File: src/rtl/bhtl_pkg.sv
package bhtl_pkg;

  // LED duty resolution; the duty field is fixed at this width
  localparam int unsigned DUTY_BITS = 8;

  // Configuration register reset values
  localparam logic [7:0]  DEBOUNCE_TICKS_RST = 8'd30;
  localparam logic [15:0] HOLD_TICKS_RST     = 16'd500;
  localparam logic [7:0]  LED_STEP_TICKS_RST = 8'd10;
  localparam logic [31:0] REFRESH_TICKS_RST  = 32'd1000;

  // Hold counter ceiling
  localparam logic [15:0] HOLD_COUNT_MAX = 16'hFFFF;

  // Configuration register indexes
  typedef enum logic [1:0] {
    REG_DEBOUNCE_TICKS = 2'd0,
    REG_HOLD_TICKS     = 2'd1,
    REG_LED_STEP_TICKS = 2'd2,
    REG_REFRESH_TICKS  = 2'd3
  } reg_idx_e;

  // Controller phases as reported on the result beat
  typedef enum logic [2:0] {
    PH_IDLE    = 3'd0,
    PH_DEB     = 3'd1,
    PH_HOLD    = 3'd2,
    PH_HDEB    = 3'd3,
    PH_FETCH   = 3'd4,
    PH_REFRESH = 3'd5
  } phase_e;

  typedef struct packed {
    logic button_level;
    logic fetch_done;
  } in_item_t;

  typedef struct packed {
    logic [DUTY_BITS-1:0] led_duty;
    logic                 fetch_request;
    logic [2:0]           phase;
  } out_item_t;

  typedef struct packed {
    logic [7:0]  debounce_ticks;
    logic [15:0] hold_ticks;
    logic [7:0]  led_step_ticks;
    logic [31:0] refresh_ticks;
  } cfg_t;

endpackage

File: src/rtl/bhtl_cfg.sv
module bhtl_cfg (
  input  logic               clk_i,
  input  logic               rst_ni,
  input  logic               cfg_valid_i,
  output logic               cfg_ready_o,
  input  logic [1:0]         cfg_index_i,
  input  logic [31:0]        cfg_data_i,
  output bhtl_pkg::cfg_t     cfg_o
);

  bhtl_pkg::cfg_t cfg_q;
  logic           wr_en;

  // Always able to take a write beat
  assign cfg_ready_o = 1'b1;
  assign wr_en       = cfg_valid_i & cfg_ready_o;

  // Register file, truncate data to each register's width
  always_ff @(posedge clk_i or negedge rst_ni) begin
    if (!rst_ni) begin
      cfg_q.debounce_ticks <= bhtl_pkg::DEBOUNCE_TICKS_RST;
      cfg_q.hold_ticks     <= bhtl_pkg::HOLD_TICKS_RST;
      cfg_q.led_step_ticks <= bhtl_pkg::LED_STEP_TICKS_RST;
      cfg_q.refresh_ticks  <= bhtl_pkg::REFRESH_TICKS_RST;
    end else if (wr_en) begin
      case (cfg_index_i)
        bhtl_pkg::REG_DEBOUNCE_TICKS: cfg_q.debounce_ticks <= cfg_data_i[7:0];
        bhtl_pkg::REG_HOLD_TICKS:     cfg_q.hold_ticks     <= cfg_data_i[15:0];
        bhtl_pkg::REG_LED_STEP_TICKS: cfg_q.led_step_ticks <= cfg_data_i[7:0];
        bhtl_pkg::REG_REFRESH_TICKS:  cfg_q.refresh_ticks  <= cfg_data_i;
        default: ;
      endcase
    end
  end

  assign cfg_o = cfg_q;

endmodule

File: src/rtl/bhtl_core.sv
module bhtl_core (
  input  logic                clk_i,
  input  logic                rst_ni,
  input  logic                step_i,
  input  bhtl_pkg::in_item_t  item_i,
  input  bhtl_pkg::cfg_t      cfg_i,
  output bhtl_pkg::out_item_t res_o
);

  localparam logic [bhtl_pkg::DUTY_BITS-1:0] DutyMax = '1;

  bhtl_pkg::phase_e phase_q, phase_d;
  logic        prev_q, prev_d;
  logic        pend_q, pend_d;
  logic [7:0]  deb_q, deb_d;
  logic [15:0] hold_q, hold_d;
  logic [31:0] ref_q, ref_d;
  logic [bhtl_pkg::DUTY_BITS-1:0] bright_q, bright_d;
  logic        down_q, down_d;
  logic [7:0]  stepc_q, stepc_d;

  logic        lvl, edge_det, locked, locked_next, trigger;
  logic [15:0] hold_inc;
  logic [7:0]  deb_inc, step_inc;

  assign lvl         = item_i.button_level;
  assign edge_det    = lvl != prev_q;
  assign locked      = (phase_q == bhtl_pkg::PH_FETCH) || (phase_q == bhtl_pkg::PH_REFRESH);
  assign locked_next = (phase_d == bhtl_pkg::PH_FETCH) || (phase_d == bhtl_pkg::PH_REFRESH);
  assign hold_inc    = (hold_q != bhtl_pkg::HOLD_COUNT_MAX) ? hold_q + 16'd1 : hold_q;
  assign deb_inc     = deb_q + 8'd1;
  assign step_inc    = stepc_q + 8'd1;

  // Next state: phase sequencer, then breathing ramp
  always_comb begin
    phase_d  = phase_q;
    prev_d   = lvl;
    pend_d   = pend_q;
    deb_d    = deb_q;
    hold_d   = hold_q;
    ref_d    = ref_q;
    bright_d = bright_q;
    down_d   = down_q;
    stepc_d  = stepc_q;
    trigger  = 1'b0;

    case (phase_q)
      bhtl_pkg::PH_DEB: begin
        if (edge_det) pend_d = 1'b1;
        deb_d = deb_inc;
        if (deb_inc >= cfg_i.debounce_ticks) begin
          pend_d = 1'b0;
          if (!lvl) begin
            phase_d = bhtl_pkg::PH_HOLD;
            hold_d  = '0;
          end else begin
            phase_d = bhtl_pkg::PH_IDLE;
          end
        end
      end
      bhtl_pkg::PH_HOLD: begin
        hold_d = hold_inc;
        if (hold_inc >= cfg_i.hold_ticks) begin
          if (!lvl) begin
            phase_d = bhtl_pkg::PH_FETCH;
            pend_d  = 1'b0;
            trigger = 1'b1;
          end else begin
            phase_d = bhtl_pkg::PH_IDLE;
          end
        end else if (edge_det) begin
          phase_d = bhtl_pkg::PH_HDEB;
          deb_d   = '0;
        end
      end
      bhtl_pkg::PH_HDEB: begin
        hold_d = hold_inc;
        if (edge_det) pend_d = 1'b1;
        deb_d = deb_inc;
        if (deb_inc >= cfg_i.debounce_ticks) begin
          pend_d = 1'b0;
          if (lvl) begin
            phase_d = bhtl_pkg::PH_IDLE;
          end else if (hold_inc >= cfg_i.hold_ticks) begin
            phase_d = bhtl_pkg::PH_FETCH;
            trigger = 1'b1;
          end else begin
            phase_d = bhtl_pkg::PH_HOLD;
          end
        end
      end
      bhtl_pkg::PH_FETCH: begin
        if (edge_det) pend_d = 1'b1;
        if (item_i.fetch_done) begin
          ref_d = '0;
          if (cfg_i.refresh_ticks == '0) begin
            phase_d  = bhtl_pkg::PH_IDLE;
            pend_d   = 1'b0;
            bright_d = DutyMax;
            down_d   = 1'b1;
            stepc_d  = '0;
          end else begin
            phase_d = bhtl_pkg::PH_REFRESH;
          end
        end
      end
      bhtl_pkg::PH_REFRESH: begin
        if (edge_det) pend_d = 1'b1;
        ref_d = ref_q + 32'd1;
        if (ref_d >= cfg_i.refresh_ticks) begin
          phase_d  = bhtl_pkg::PH_IDLE;
          pend_d   = 1'b0;
          bright_d = DutyMax;
          down_d   = 1'b1;
          stepc_d  = '0;
        end
      end
      default: begin
        phase_d = bhtl_pkg::PH_IDLE;
        if (edge_det) begin
          phase_d = bhtl_pkg::PH_DEB;
          deb_d   = '0;
          pend_d  = 1'b0;
        end
      end
    endcase

    // Advance the breathing ramp outside the lockout
    if (!(locked || phase_d == bhtl_pkg::PH_FETCH || phase_d == bhtl_pkg::PH_REFRESH)) begin
      stepc_d = step_inc;
      if (step_inc >= cfg_i.led_step_ticks) begin
        stepc_d = '0;
        if (down_q) begin
          if (bright_q > '0) bright_d = bright_q - 1'b1;
          if (bright_q <= 1) down_d = 1'b0;
        end else begin
          if (bright_q < DutyMax) bright_d = bright_q + 1'b1;
          if (bright_q >= DutyMax - 1'b1) down_d = 1'b1;
        end
      end
    end
  end

  // Result fields for this tick
  always_comb begin
    res_o.led_duty      = (locked || locked_next) ? DutyMax : bright_q;
    res_o.fetch_request = trigger;
    res_o.phase         = phase_d;
  end

  // Commit state on each processed tick
  always_ff @(posedge clk_i or negedge rst_ni) begin
    if (!rst_ni) begin
      phase_q  <= bhtl_pkg::PH_IDLE;
      prev_q   <= 1'b1;
      pend_q   <= 1'b0;
      deb_q    <= '0;
      hold_q   <= '0;
      ref_q    <= '0;
      bright_q <= '0;
      down_q   <= 1'b0;
      stepc_q  <= '0;
    end else if (step_i) begin
      phase_q  <= phase_d;
      prev_q   <= prev_d;
      pend_q   <= pend_d;
      deb_q    <= deb_d;
      hold_q   <= hold_d;
      ref_q    <= ref_d;
      bright_q <= bright_d;
      down_q   <= down_d;
      stepc_q  <= stepc_d;
    end
  end

`ifndef NO_ASSERTIONS
  a_req_enters_fetch: assert property (@(posedge clk_i) disable iff (!rst_ni)
    step_i && res_o.fetch_request |=> phase_q == bhtl_pkg::PH_FETCH)
    else $error("fetch request without entering fetch phase");

  a_lockout_full_duty: assert property (@(posedge clk_i) disable iff (!rst_ni)
    locked |-> res_o.led_duty == DutyMax)
    else $error("duty not full scale during lockout");

  a_hold_saturates: assert property (@(posedge clk_i) disable iff (!rst_ni)
    step_i && phase_q == bhtl_pkg::PH_HOLD && hold_q == bhtl_pkg::HOLD_COUNT_MAX
    |=> hold_q == bhtl_pkg::HOLD_COUNT_MAX)
    else $error("hold counter wrapped");

  a_resume_clears_edge: assert property (@(posedge clk_i) disable iff (!rst_ni)
    step_i && locked && phase_d == bhtl_pkg::PH_IDLE
    |=> !pend_q && down_q && bright_q == DutyMax)
    else $error("resume did not restore ramp state");
`endif

endmodule

File: src/rtl/button_hold_trigger_breathing_led_top.sv
// Path: an accepted tick beat waits in the input register; its result is registered.
// Throughput: one tick per cycle while not stalled; input register, single-pass update, result register.
// The input side stalls only while a held input beat cannot move to a stalled result.
// Reset: asynchronous, active low; idle phase, released button, ramp at zero going up,
// registers 30, 500, 10 and 1000. No clearing pass.
module button_hold_trigger_breathing_led_top (
  input  logic                clk_i,
  input  logic                rst_ni,
  input  logic                in_valid_i,
  output logic                in_stall_o,
  input  bhtl_pkg::in_item_t  in_data_i,
  output logic                out_valid_o,
  input  logic                out_stall_i,
  output bhtl_pkg::out_item_t out_data_o,
  input  logic                cfg_valid_i,
  output logic                cfg_ready_o,
  input  logic [1:0]          cfg_index_i,
  input  logic [31:0]         cfg_data_i
);

  bhtl_pkg::cfg_t      cfg;
  bhtl_pkg::in_item_t  in_q;
  bhtl_pkg::out_item_t res, out_q;
  logic                in_vld_q, out_vld_q;
  logic                adv, in_acc;

  // Result register can take a beat when empty or being drained
  assign adv        = !out_vld_q || !out_stall_i;
  assign in_stall_o = in_vld_q && !adv;
  assign in_acc     = in_valid_i && !in_stall_o;

  bhtl_cfg u_cfg (
    .clk_i       (clk_i),
    .rst_ni      (rst_ni),
    .cfg_valid_i (cfg_valid_i),
    .cfg_ready_o (cfg_ready_o),
    .cfg_index_i (cfg_index_i),
    .cfg_data_i  (cfg_data_i),
    .cfg_o       (cfg)
  );

  bhtl_core u_core (
    .clk_i  (clk_i),
    .rst_ni (rst_ni),
    .step_i (in_vld_q && adv),
    .item_i (in_q),
    .cfg_i  (cfg),
    .res_o  (res)
  );

  // Input register valid
  always_ff @(posedge clk_i or negedge rst_ni) begin
    if (!rst_ni) begin
      in_vld_q <= 1'b0;
    end else if (!in_stall_o) begin
      in_vld_q <= in_valid_i;
    end
  end

  // Input register payload
  always_ff @(posedge clk_i) begin
    if (in_acc) begin
      in_q <= in_data_i;
    end
  end

  // Result register valid
  always_ff @(posedge clk_i or negedge rst_ni) begin
    if (!rst_ni) begin
      out_vld_q <= 1'b0;
    end else if (adv) begin
      out_vld_q <= in_vld_q;
    end
  end

  // Result register payload
  always_ff @(posedge clk_i) begin
    if (adv && in_vld_q) begin
      out_q <= res;
    end
  end

  assign out_valid_o = out_vld_q;
  assign out_data_o  = out_q;

endmodule

File: config.mk
export PLATFORM = sky130hd
export DESIGN_NAME = button_hold_trigger_breathing_led_top
export DESIGN_NICKNAME = d
export VERILOG_FILES = /design/src/rtl/bhtl_pkg.sv /design/src/rtl/bhtl_cfg.sv /design/src/rtl/bhtl_core.sv /design/src/rtl/button_hold_trigger_breathing_led_top.sv
export SDC_FILE = /design/constraint.sdc
export NUM_CORES = 1
export LEC_CHECK = 0
export ABC_AREA = 1
export BUFFER_PORTS_ARGS = -buffer_cell sky130_fd_sc_hd__buf_2
export CORE_ASPECT_RATIO = 0.7
export CORE_MARGIN = 2
export CORE_UTILIZATION = 55
export CTS_BUF_LIST = sky130_fd_sc_hd__clkbuf_4
export DETAILED_ROUTE_END_ITERATION = 12
export PLACE_DENSITY = 0.79
export SYNTH_ARGS = -nofsm -noshare
export SYNTH_HDL_FRONTEND = slang
export SYNTH_SLANG_ARGS = --single-unit
File: constraint.sdc
create_clock -name clk_i -period 3.1 [get_ports clk_i]
set_clock_uncertainty 0.15 [all_clocks]
set_input_delay 0.155 -clock clk_i [delete_from_list [all_inputs] [get_ports clk_i]]
set_output_delay 0.155 -clock clk_i [all_outputs]
set_load 0.1 [all_outputs]
-- After elaboration in Yosys (flattened, before gate mapping)
Cells that the tools add are included.
- output and inout bits: 15
- word-level logic and storage cells: 134
- flip-flop bits (word level): 157
- input port bits: 41
- reductions and logical operators: 28
- mux-type cells: 52
- equal/unequal tests: 20
- add/sub/neg operators: 6
- bitwise operators: 1
- $lt $le $gt $ge: 8
- operators with widths (operator ; number):
    8-bit two-way mux ; 15
    32-bit case mux with 2 select lines ; 1
    16-bit two-way mux ; 3
    32-bit by 1-bit adder with 32-bit output, second input constant ; 1
    32-bit greater-or-equal comparator ; 1
    32-bit logical NOT ; 1
    32-bit two-way mux ; 1
    16-bit case mux with 2 select lines ; 1
    8-bit case mux with 2 select lines ; 2
    3-bit two-way mux ; 10
    8-bit by 1-bit adder with 8-bit output, second input constant ; 3
    8-bit case mux with 3 select lines ; 1
    16-bit by 1-bit adder with 16-bit output, second input constant ; 1
    16-bit greater-or-equal comparator ; 1
    8-bit greater-or-equal comparator ; 2
    16-bit != test, second input constant ; 1
    3-bit case mux with 5 select lines ; 1
    1-bit two-way mux ; 14
    3-bit == test, second input constant ; 4
    3-bit != test, second input constant ; 3
    8-bit greater-or-equal comparator, second input constant ; 1
    8-bit by 1-bit > comparator with 1-bit output, second input constant ; 1
    8-bit by 1-bit less-or-equal comparator with 1-bit output, second input constant ; 1
    8-bit less-than comparator, second input constant ; 1
    other kinds (22) ; 44

-- Logic depth before layout (Yosys ltp)
Gate-level depths: netlist of run 1.
- depth in word-level cells: 12
- depth in mapped cells: 28
- gate-level depth less buffers: 28

-- Modules after synthesis
Synthesis of run 1 repeated with hierarchy kept, for this count alone.
- cells, all modules: 1394
- area total of the unflattened synthesis: 10557.6 sq um
- modules (own cells, without submodules) (module ; sequential area each (sq um) ; cells an instance ; times used ; area each (sq um)):
    bhtl_core ; 1928.1 ; 1080 ; 1 ; 7373.3
    bhtl_cfg ; 1624.1 ; 288 ; 1 ; 2668.8
    button_hold_trigger_breathing_led_top ; 470.5 ; 26 ; 1 ; 515.5

-- Worst setup path after synthesis of run 1
Ideal clock, no wire load.
- kind: register to register
- start: register u_core.ref_q[0]
- end: register u_core.bright_q[3] (netlist name)
- data arrival time: 3089 ps
- required time: 2800 ps
- path slack: -289 ps
- period minus slack after synthesis: 3389 ps
- stages on the path, launching flop included: 27
- path buffers: 0
- setup time: 150 ps
- cells stage by stage: dfrtp_1 -> ha_1 -> nand3_2 -> nor2_4 -> inv_2 -> nor3_4 -> nand3_2 -> nor2_4 -> nand3_2 -> nor2_4 -> nand2_2 -> xor2_1 -> inv_1 -> ha_1 -> nand2_1 -> nor2_1 -> nand4_1 -> nor2_1 -> nand2_1 -> nand3_1 -> nand2_1 -> nor2_4 -> nand2_2 -> nor2_4 -> nand2_1 -> nand3_1 -> o21ai_1
- word-level cells in the longest chain between the ends: 8
- elaborated cells between the ends (all ways): 15
- those cells by class: add/sub (1); order compare (1); eq/ne (2); mux (9); reduce/logical (2)
- RTL lines (what ; line ; RTL):
    from (decl) ; bhtl_core.sv:17 ; logic [31:0] ref_q, ref_d;
    from (signal assigned) ; bhtl_core.sv:169 ; ref_q <= ref_d;
    32-bit by 1-bit adder with 32-bit output (*) ; bhtl_core.sv:109 ; ref_d = ref_q + 32'd1;
    32-bit greater-or-equal comparator (*) ; bhtl_core.sv:110 ; if (ref_d >= cfg_i.refresh_ticks) begin
    3-bit two-way mux or 8-bit two-way mux (tied branches) ; bhtl_core.sv:110 ;
    3-bit case mux with 5 select lines or 8-bit case mux with 2 select lines (tied branches) ; bhtl_core.sv:47 ; case (phase_q)
    3-bit == test (tied with other cells) ; bhtl_core.sv:129 ; if (!(locked || phase_d == bhtl_pkg::PH_FETCH || phase_d == bhtl_pkg::PH_REFRESH)) begin
    1-bit logical OR or 8-bit two-way mux (tied branches) ; bhtl_core.sv:129, bhtl_core.sv:133 ;
    1-bit logical OR or 8-bit two-way mux (tied branches) ; bhtl_core.sv:129, bhtl_core.sv:131 ;
    8-bit two-way mux (*) ; bhtl_core.sv:129 ;
    to (signal assigned) ; bhtl_core.sv:170 ; bright_q <= bright_d;
    to (decl) ; bhtl_core.sv:18 ; logic [bhtl_pkg::DUTY_BITS-1:0] bright_q, bright_d;
Every way passes the cells marked *; elsewhere a longest branch is shown, timed or not.
A chain may end at the register's enable or synchronous reset.

-- Worst setup path in the final report of run 1
- start: register u_core.ref_q[0]
- end: register u_core.bright_q[2] (netlist name)
The elaborated chain is that of the path after synthesis.

==> results of run 1 <==
## synthesized netlist by cell type, types with 30 or more instances
cell type	instances	area, µm²
sky130_fd_sc_hd__a21oi_1	54	270
sky130_fd_sc_hd__dfrtp_1	124	3100
sky130_fd_sc_hd__ha_1	73	913
sky130_fd_sc_hd__inv_1	217	815
sky130_fd_sc_hd__inv_2	34	128
sky130_fd_sc_hd__nand2_1	278	1040
sky130_fd_sc_hd__nand3_1	71	355
sky130_fd_sc_hd__nor2_1	87	327
sky130_fd_sc_hd__nor3_1	30	150
sky130_fd_sc_hd__o21ai_0	90	450
sky130_fd_sc_hd__xor2_1	43	377
## worst min path at each step
stage	end	slack [ns]	depth (start not counted)
global route	u_core.deb_q[2]	0.04	2
CTS	u_cfg.cfg_o[35]	0.01	3
finish	out_valid_o	0.02	2
global placement	u_core.ref_q[14]	0.11	1
detailed placement	u_core.ref_q[13]	0.11	1
floorplan	in_vld_q	-0.29	0
## power by group
group          internal [µW]  switching (µW)  total, µW  leakage [µW]
clock network            410             828       1240      0.000145
logic                   2140            3480       5610       0.00472
registers               2660             460       3120       0.00193
## flip-flops by register name (all words and copies together) (netlist names)
| signal | cells |
|---|---|
| out_data_o | 12 |
| u_core.phase_q | 3 |
| u_core.ref_q | 32 |
| u_core.prev_q | 1 |
| u_core.down_q | 1 |
| in_q | 2 |
| out_valid_o | 1 |
| in_vld_q | 1 |
| u_core.deb_q | 8 |
| u_cfg.cfg_o | 64 |
| u_core.hold_q | 16 |
| u_core.bright_q | 8 |
| u_core.stepc_q | 8 |
## stage by stage
stage / total power [µW] / worst slack (ns) / cell area [µm²] / instances / utilization [%]
2_1_floorplan: 6040 / -0.265 / 9990 / 1296 / -
3_3_place_gp: 7380 / -0.653 / 11500 / 1697 / 64.5
3_5_place_dp: 7560 / -0.810 / 11500 / 1697 / 64.5
4_1_cts: 9120 / -0.677 / 12700 / 1801 / 70.9
5_1_grt: 10600 / -1.20 / 13300 / 1822 / 74.5
6_report: 9970 / -1.05 / 13300 / 1822 / 74.5
## final cells by class
class,instances,share of cell area [%]
timing repair buffer,284,16.7
multi-input combinational,862,41.7
sequential,157,30.3
tap,236,2.22
clock inverter,15,1.01
inverter,251,7.16
clock buffer,17,0.960
## layer usage
metal	up-vias	share of wire (%)	GRT usage, %
met3	143	10	6.21
li1	4726	-	-
met1	4858	41	44.5
met4	0	3.9	9.04
met2	640	45	46.6
met5	-	0	0
## kinds of logic after synthesis
family / after synthesis / synth area share, %
AO/OA/AOI/OAI: 215 / 11.9
XOR/XNOR: 43 / 3.79
adder cells (fa/ha/maj): 73 / 9.18
buffers and inverters: 278 / 10.7
flip-flops: 157 / 40.4
other: 1 / 0.0377
AND/OR/NAND/NOR: 529 / 23.9
## cells in the final DEF, fill, tap and decap left out, drive strengths merged, types with 23 or more instances in the layout
master | synthesis | layout
dfrtp | 124 | 124
a21oi | 56 | 56
dlygate4sd3 | 0 | 38
inv | 251 | 256
nor3 | 33 | 33
o21ai | 116 | 116
nand2 | 283 | 283
buf | 8 | 245
nand3 | 77 | 77
ha | 73 | 73
xor2 | 43 | 43
o22ai | 23 | 23
nor2 | 101 | 102
## timing repair
action	CTS	global route
hold endpoints to repair	162	0
gates resized for setup	51	117
cloned	2	1
buffers inserted	33	23
hold buffers	38	0
pin swaps	32	58
setup endpoints to repair	56	56
==> impl_metrics.sql, run 1 <==
INSERT INTO impl_metrics (metric_group, metric, value, unit) VALUES
('grt', 'grt_overflow', '0', ''),
('timing', 'holdWs', '0.0212', 'ns'),
('clock_tree', 'clock_tree_from_tritoncts', 'done', ''),
('clock_tree', 'reg_clk_slew_reported_paths', '0.16', 'ns'),
('setup_path', 'cell_at_the_slowest_stage_of_the_critical_path', 'sky130_fd_sc_hd__dfrtp_1', ''),
('floorplanning', 'number_of_i_o_pins', '56', ''),
('final_layout', 'layout_cells_sized_above_1', '30.6', '%'),
('setup_path', 'cp-start-kind', 'register', ''),
('timing', 'max_slew_margin', '34.3', '%'),
('final_layout', 'nNetsFinal', '1687', ''),
('floorplanning', 'die_area', '19200', 'µm²'),
('setup_path', 'r2r_cells', '27', ''),
('setup_path', 'reg2reg_to', 'u_core.bright_q[2]', ''),
('setup_path', 'worst_setup_path_end', 'u_core.bright_q[2]', ''),
('floorplanning', 'row_count', '41', ''),
('timing', 'setup_repair_after_global_routing_missed_its_margin', 'yes', ''),
('clock_tree', 'htree_levels', '4', ''),
('synth', 'ys.flop_type', 'sky130_fd_sc_hd__dfrtp_1', ''),
('setup_path', 'cp-startpoint', 'u_core.ref_q[0]', ''),
('floorplanning', 'start_util', '55.7', '%'),
('setup_path', 'buf_inv_stages_crit_path', '3', ''),
('timing', 'post-route-worst-setup-slack', '-1.05', 'ns'),
('setup_path', 'crit_family', 'simple AND/OR/NAND/NOR gates', ''),
('clock_tree', 'clock_latency', '0.60', 'ns'),
('grt', 'grt_max_degree', '80', ''),
('synth', 'yosys_register_bits', '157', ''),
('synth', 'synthesis.instances', '1296', ''),
('routing', 'route.antenna.remaining_nets', '0', ''),
('timing', 'setup_viol_count_final', '56', ''),
('timing', 'timing.final.crit_period', '4.15', 'ns'),
('hold_path', 'hold_path_class', 'input pin to asynchronous set/reset pin', ''),
('setup_path', 'worstPathArrival', '4.49', 'ns'),
('setup_path', 'reg2reg_from', 'u_core.ref_q[0]', ''),
('placement', 'io_buffers', '54', ''),
('timing', 'fmax', '0.241', 'GHz'),
('final_layout', 'area.sequential', '4020', 'µm²'),
('final_layout', 'layout.filler_cells', '1166', ''),
('clock_tree', 'cts.path.max_buffers', '2', ''),
('synth', 'synthesis_warning_total', '0', ''),
('setup_path', 'worstSetupPathType', 'register to register', ''),
('clock_tree', 'tritoncts.num_buffers', '17', ''),
('placement', 'dp.final_hpwl', '19600', 'µm'),
('final_layout', 'insertedDiodeCount', '0', ''),
('timing', 'fin_setup_tns', '-33.52', 'ns'),
('setup_path', 'timing.critical_path.fanout_max', '5', ''),
('final_layout', 'layout-area-overhead-vs-synth', '33.7', '%'),
('synth', 'number_of_synthesized_flops_with_an_enable_pin', '14', ''),
('floorplanning', 'die-width', '165', 'µm'),
('timing', 'worst-slew-pin-transition', '0.984', 'ns'),
('timing', 'finalMaxSlewViolations', '0', ''),
('setup_path', 'cp_num_cells', '27', ''),
('routing', 'detail_route.first_pass.iterations', '6', ''),
('floorplanning', 'design.core.area', '17900', 'µm²'),
('setup_path', 'r2r_slack', '-1.05', 'ns'),
('outcome', 'violations', 'negative setup slack', ''),
('setup_path', 'crit_path_end_kind', 'register', ''),
('clock_tree', 'clock_tree.root_cell', 'sky130_fd_sc_hd__clkbuf_4', ''),
('grt', 'first_global_vias', '9573', ''),
('routing', 'detail_route.vias_per_cell', '5.69', ''),
('outcome', 'status', 'finished, violations left', ''),
('power', 'power_density', '750', 'nW/µm²'),
('synth', 'synth-seq-area-share', '40.4', '%'),
('grt', 'grt.total_usage', '30.6', '%'),
('setup_path', 'path_common_cell', 'sky130_fd_sc_hd__nor2_4', ''),
('timing', 'timing_hold_violations_final', '0', ''),
('synth', 'synthesis.area_per_instance', '7.68', 'µm²'),
('setup_path', 'required', '3.44', 'ns'),
('clock_tree', 'clock_sink_count', '157', ''),
('timing', 'final_min_period_over_clock_period', '134', '%'),
('synth', 'yosysUniqueCellTypes', '46', ''),
('placement', 'place_congestion', '0.969', '');
Note: power is estimated with default switching activity, not from simulation.
==> inputs of run 2 (changes only) <==
--- a/config.mk
+++ b/config.mk
@@ -9,10 +9,11 @@
 export BUFFER_PORTS_ARGS = -buffer_cell sky130_fd_sc_hd__buf_2
 export CORE_ASPECT_RATIO = 0.7
 export CORE_MARGIN = 2
-export CORE_UTILIZATION = 55
+export CORE_UTILIZATION = 58
 export CTS_BUF_LIST = sky130_fd_sc_hd__clkbuf_4
+export CTS_CLUSTER_SIZE = 20
 export DETAILED_ROUTE_END_ITERATION = 12
-export PLACE_DENSITY = 0.79
+export PLACE_DENSITY = 0.82
 export SYNTH_ARGS = -nofsm -noshare
 export SYNTH_HDL_FRONTEND = slang
 export SYNTH_SLANG_ARGS = --single-unit
==> run 2 against run 1 <==
Effect of this change:
- the run still ends with negative setup slack left
- sequential share of layout area grew 0.091 points
- non-clock buffer count decreased by 7
- first-iteration DRC count rose by 5.2%
- combinational power is 3% higher
- wire length increased by 4.1%
- cell count is 0.66% lower
- sequential cell count is the same
- sequential power barely moved
- worst setup slack improved by 0.072 ns
- power increased by 1.7%
- highest routed layer unchanged
==> impl_metrics.sql, run 2 (synthesis results as in run 1) <==
INSERT INTO impl_metrics (metric_group, metric, value, unit) VALUES
('timing', 'max_slew_margin', '19.4', '%'),
('floorplanning', 'die-width', '161', 'µm'),
('grt', 'grt_overflow', '0', ''),
('final_layout', 'layout_common_cells', 'sky130_fd_sc_hd__nand2_1 (255), sky130_fd_sc_hd__inv_1 (208), sky130_fd_sc_hd__buf_4 (162)', ''),
('routing', 'dr.first_iter.drc_count', '1381', ''),
('setup_path', 'timing.critical_path.fanout_max', '6', ''),
('final_layout', 'insertedDiodeCount', '0', ''),
('floorplanning', 'die_height', '114', 'µm'),
('timing', 'setup_repair_after_global_routing_missed_its_margin', 'yes', ''),
('setup_path', 'critical_path.max_stage_delay', '0.44', 'ns'),
('power', 'power_density', '764', 'nW/µm²'),
('floorplanning', 'start_util', '58.6', '%'),
('grt', 'grt.total_usage', '33.6', '%'),
('power', 'combPwrFrac', '57.0', '%'),
('power', 'proportion_of_power_drawn_by_flip_flops_and_latches', '30.9', '%'),
('clock_tree', 'clock_tree.root_cell', 'sky130_fd_sc_hd__clkbuf_4', ''),
('clock_tree', 'tritoncts.num_buffers', '17', ''),
('placement', 'io_buffers', '54', ''),
('placement', 'dp_cells', '1685', ''),
('outcome', 'status', 'finished, violations left', ''),
('timing', 'post-route-worst-setup-slack', '-0.978', 'ns'),
('setup_path', 'crit_path_end_kind', 'register', ''),
('power', 'p_sw', '4850', 'µW'),
('grt', 'first_global_vias', '9819', ''),
('setup_path', 'worstSetupPathType', 'register to register', ''),
('final_layout', 'layout-area-overhead-vs-synth', '33.3', '%'),
('hold_path', 'hold_path_class', 'input pin to register', ''),
('timing', 'setup_viol_count_final', '56', ''),
('timing', 'fmax', '0.245', 'GHz'),
('final_layout', 'most_common_cell_after_layout_fill_and_taps_aside', 'sky130_fd_sc_hd__nand2_1', ''),
('setup_path', 'crit_family', 'simple AND/OR/NAND/NOR gates', ''),
('power', 'share_clk_of_total_power', '12.1', '%'),
('outcome', 'violations', 'negative setup slack', ''),
('setup_path', 'required', '3.48', 'ns'),
('routing', 'detail_route.wirelength', '33000', 'µm'),
('power', 'internal_power', '5290', 'µW'),
('grt', 'grt_first_pass_wirelength', '48500', 'µm'),
('floorplanning', 'design.core.area', '17000', 'µm²'),
('timing', 'final_min_period_over_clock_period', '132', '%'),
('setup_path', 'worstPathArrival', '4.46', 'ns'),
('clock_tree', 'clock_sink_count', '157', ''),
('power', 'power.leakage', '0.00679', 'µW'),
('timing', 'fin_setup_tns', '-35.00', 'ns'),
('final_layout', 'layout.filler_cells', '995', ''),
('clock_tree', 'htree_levels', '4', ''),
('grt', 'grt_max_degree', '65', ''),
('grt', 'grt_antenna_before_repair', '0', ''),
('final_layout', 'largest_reg_flops', '64', ''),
('setup_path', 'cp-start-kind', 'register', ''),
('flow_run', 'drv_cap', '0', ''),
('clock_tree', 'clock_latency', '0.61', 'ns'),
('floorplanning', 'die_area', '18200', 'µm²'),
('final_layout', 'layout_cells_sized_above_1', '30.3', '%'),
('routing', 'detail_route.vias_per_cell', '5.80', ''),
('clock_tree', 'cts.path.max_buffers', '2', ''),
('power', 'irDropWorstVdd', '0.397', 'mV'),
('placement', 'dp.final_hpwl', '19700', 'µm'),
('setup_path', 'cell_at_the_slowest_stage_of_the_critical_path', 'sky130_fd_sc_hd__dfrtp_1', ''),
('placement', 'place_congestion', '0.930', ''),
('timing', 'timing.final.crit_period', '4.08', 'ns'),
('floorplanning', 'number_of_i_o_pins', '56', ''),
('final_layout', 'post_layout_nonfiller_instances', '1810', ''),
('setup_path', 'buf_inv_stages_crit_path', '3', ''),
('routing', 'drcViolationCount', '0', ''),
('setup_path', 'path_cells', 'buf_4, nand2_1, nor2_2, nand3_2, nor2_4, nand4_1, nor2_2, buf_4, xor2_2, inv_1, ha_4, nand2_4, nor2_2, nand2_2, nor2_4, nand2_4, nand3_4, nand2_4, nor2_4, nand2_4, nor2_4, nand2_4, o21ai_2', ''),
('routing', 'dr_total_vias', '10500', ''),
('floorplanning', 'row_count', '40', ''),
('final_layout', 'post-route-util', '78.1', '%'),
('routing', 'final_routed_wire_length_divided_by_cell_count', '18.2', 'µm'),
('setup_path', 'path_common_cell', 'sky130_fd_sc_hd__nand2_4', ''),
('routing', 'route.antenna.remaining_nets', '0', ''),
('clock_tree', 'clock_tree_from_tritoncts', 'done', ''),
('routing', 'detail_route.first_pass.iterations', '6', ''),
('timing', 'finalMaxSlewViolations', '0', ''),
('power', 'power.share.switching', '47.8', '%'),
('timing', 'timing_hold_violations_final', '0', ''),
('timing', 'worst-slew-pin-transition', '1.21', 'ns'),
('final_layout', 'nNetsFinal', '1680', ''),
('clock_tree', 'reg_clk_slew_reported_paths', '0.16', 'ns');
-- run 2: changes by cell type in the layout (fill, tap and decap cells not counted), moves of 3 or more --
cell / change
sky130_fd_sc_hd__a21oi_1: -5
sky130_fd_sc_hd__a21oi_2: +5
sky130_fd_sc_hd__buf_4: -12
sky130_fd_sc_hd__clkinv_1: +3
sky130_fd_sc_hd__dlygate4sd3_1: +3
sky130_fd_sc_hd__nand3_2: +3
-- run 2: routing by layer --
| layer | track usage, % | vias up | wire length, µm |
|---|---|---|---|
| li1 | - | 4707 | - |
| met1 | 45.9 | 4942 | 13000 |
| met2 | 53.7 | 704 | 15300 |
| met3 | 8.15 | 143 | 3440 |
| met4 | 10.2 | 0 | 1290 |
| met5 | 0 | - | 0 |
-- run 2: timing repair --
| action | CTS | global route |
|---|---|---|
| gates resized for setup | 91 | 85 |
| hold buffers | 42 | 0 |
| hold endpoints to repair | 202 | 0 |
| setup buffers | 23 | 26 |
| pin swaps | 40 | 51 |
| gates cloned | 3 | 0 |
| setup endpoints to repair | 56 | 56 |
-- run 2: final cells by class --
cell class	instances	area (µm²)	share of cell area [%]
clock buffer	17	128	0.963
clock inverter	15	120	0.906
inverter	251	951	7.17
multi-input combinational	862	5550	41.9
sequential	157	4020	30.3
tap	231	289	2.18
timing repair buffer	277	2200	16.6
-- run 2: per-stage QoR --
stage	total power (µW)	hold WS (ns)	instance area, µm²	setup slack, ns
floorplan	6040	-0.291	9990	-0.265
global placement	7330	0.0325	11400	-0.725
detailed placement	7520	0.0379	11400	-0.797
CTS	9270	0.0199	12700	-0.669
global route	10700	0.0808	13300	-1.12
finish	10100	0.115	13300	-0.978
-- run 2: path summary, 6_finish.rpt --
path | cells past startpoint | endpoint | start | slack (ns)
worst min-delay path | 3 | u_cfg.cfg_o[33] | cfg_index_i[1] | 0.11
worst min register to register | 2 | u_cfg.cfg_o[48] | u_cfg.cfg_o[48] | 0.36
worst max register to register | 23 | u_core.stepc_q[0] | u_core.ref_q[1] | -0.98
max in group asynchronous | 4 | u_cfg.cfg_o[9] | rst_ni | 1.72
worst max-delay path | 23 | u_core.stepc_q[0] | u_core.ref_q[1] | -0.98
min in group asynchronous | 3 | u_cfg.cfg_o[40] | rst_ni | 0.37
-- run 2: power groups by stage --
stage | logic [µW] | registers, µW | clock network, µW
after floorplan | 2670 | 3370 | 0
after CTS | 5000 | 3070 | 1200
after global routing | 6240 | 3170 | 1300
final | 5770 | 3130 | 1230
after detailed placement | 4420 | 3100 | 0
after global placement | 4240 | 3090 | 0
-- run 2: tightest hold or removal path: cells and delay by family --
| kind | cells | cell delay, ns |
|---|---|---|
| compound gates | 1 | 0.14 |
| buf+inv | 1 | 0.12 |
| simple gates | 1 | 0.44 |
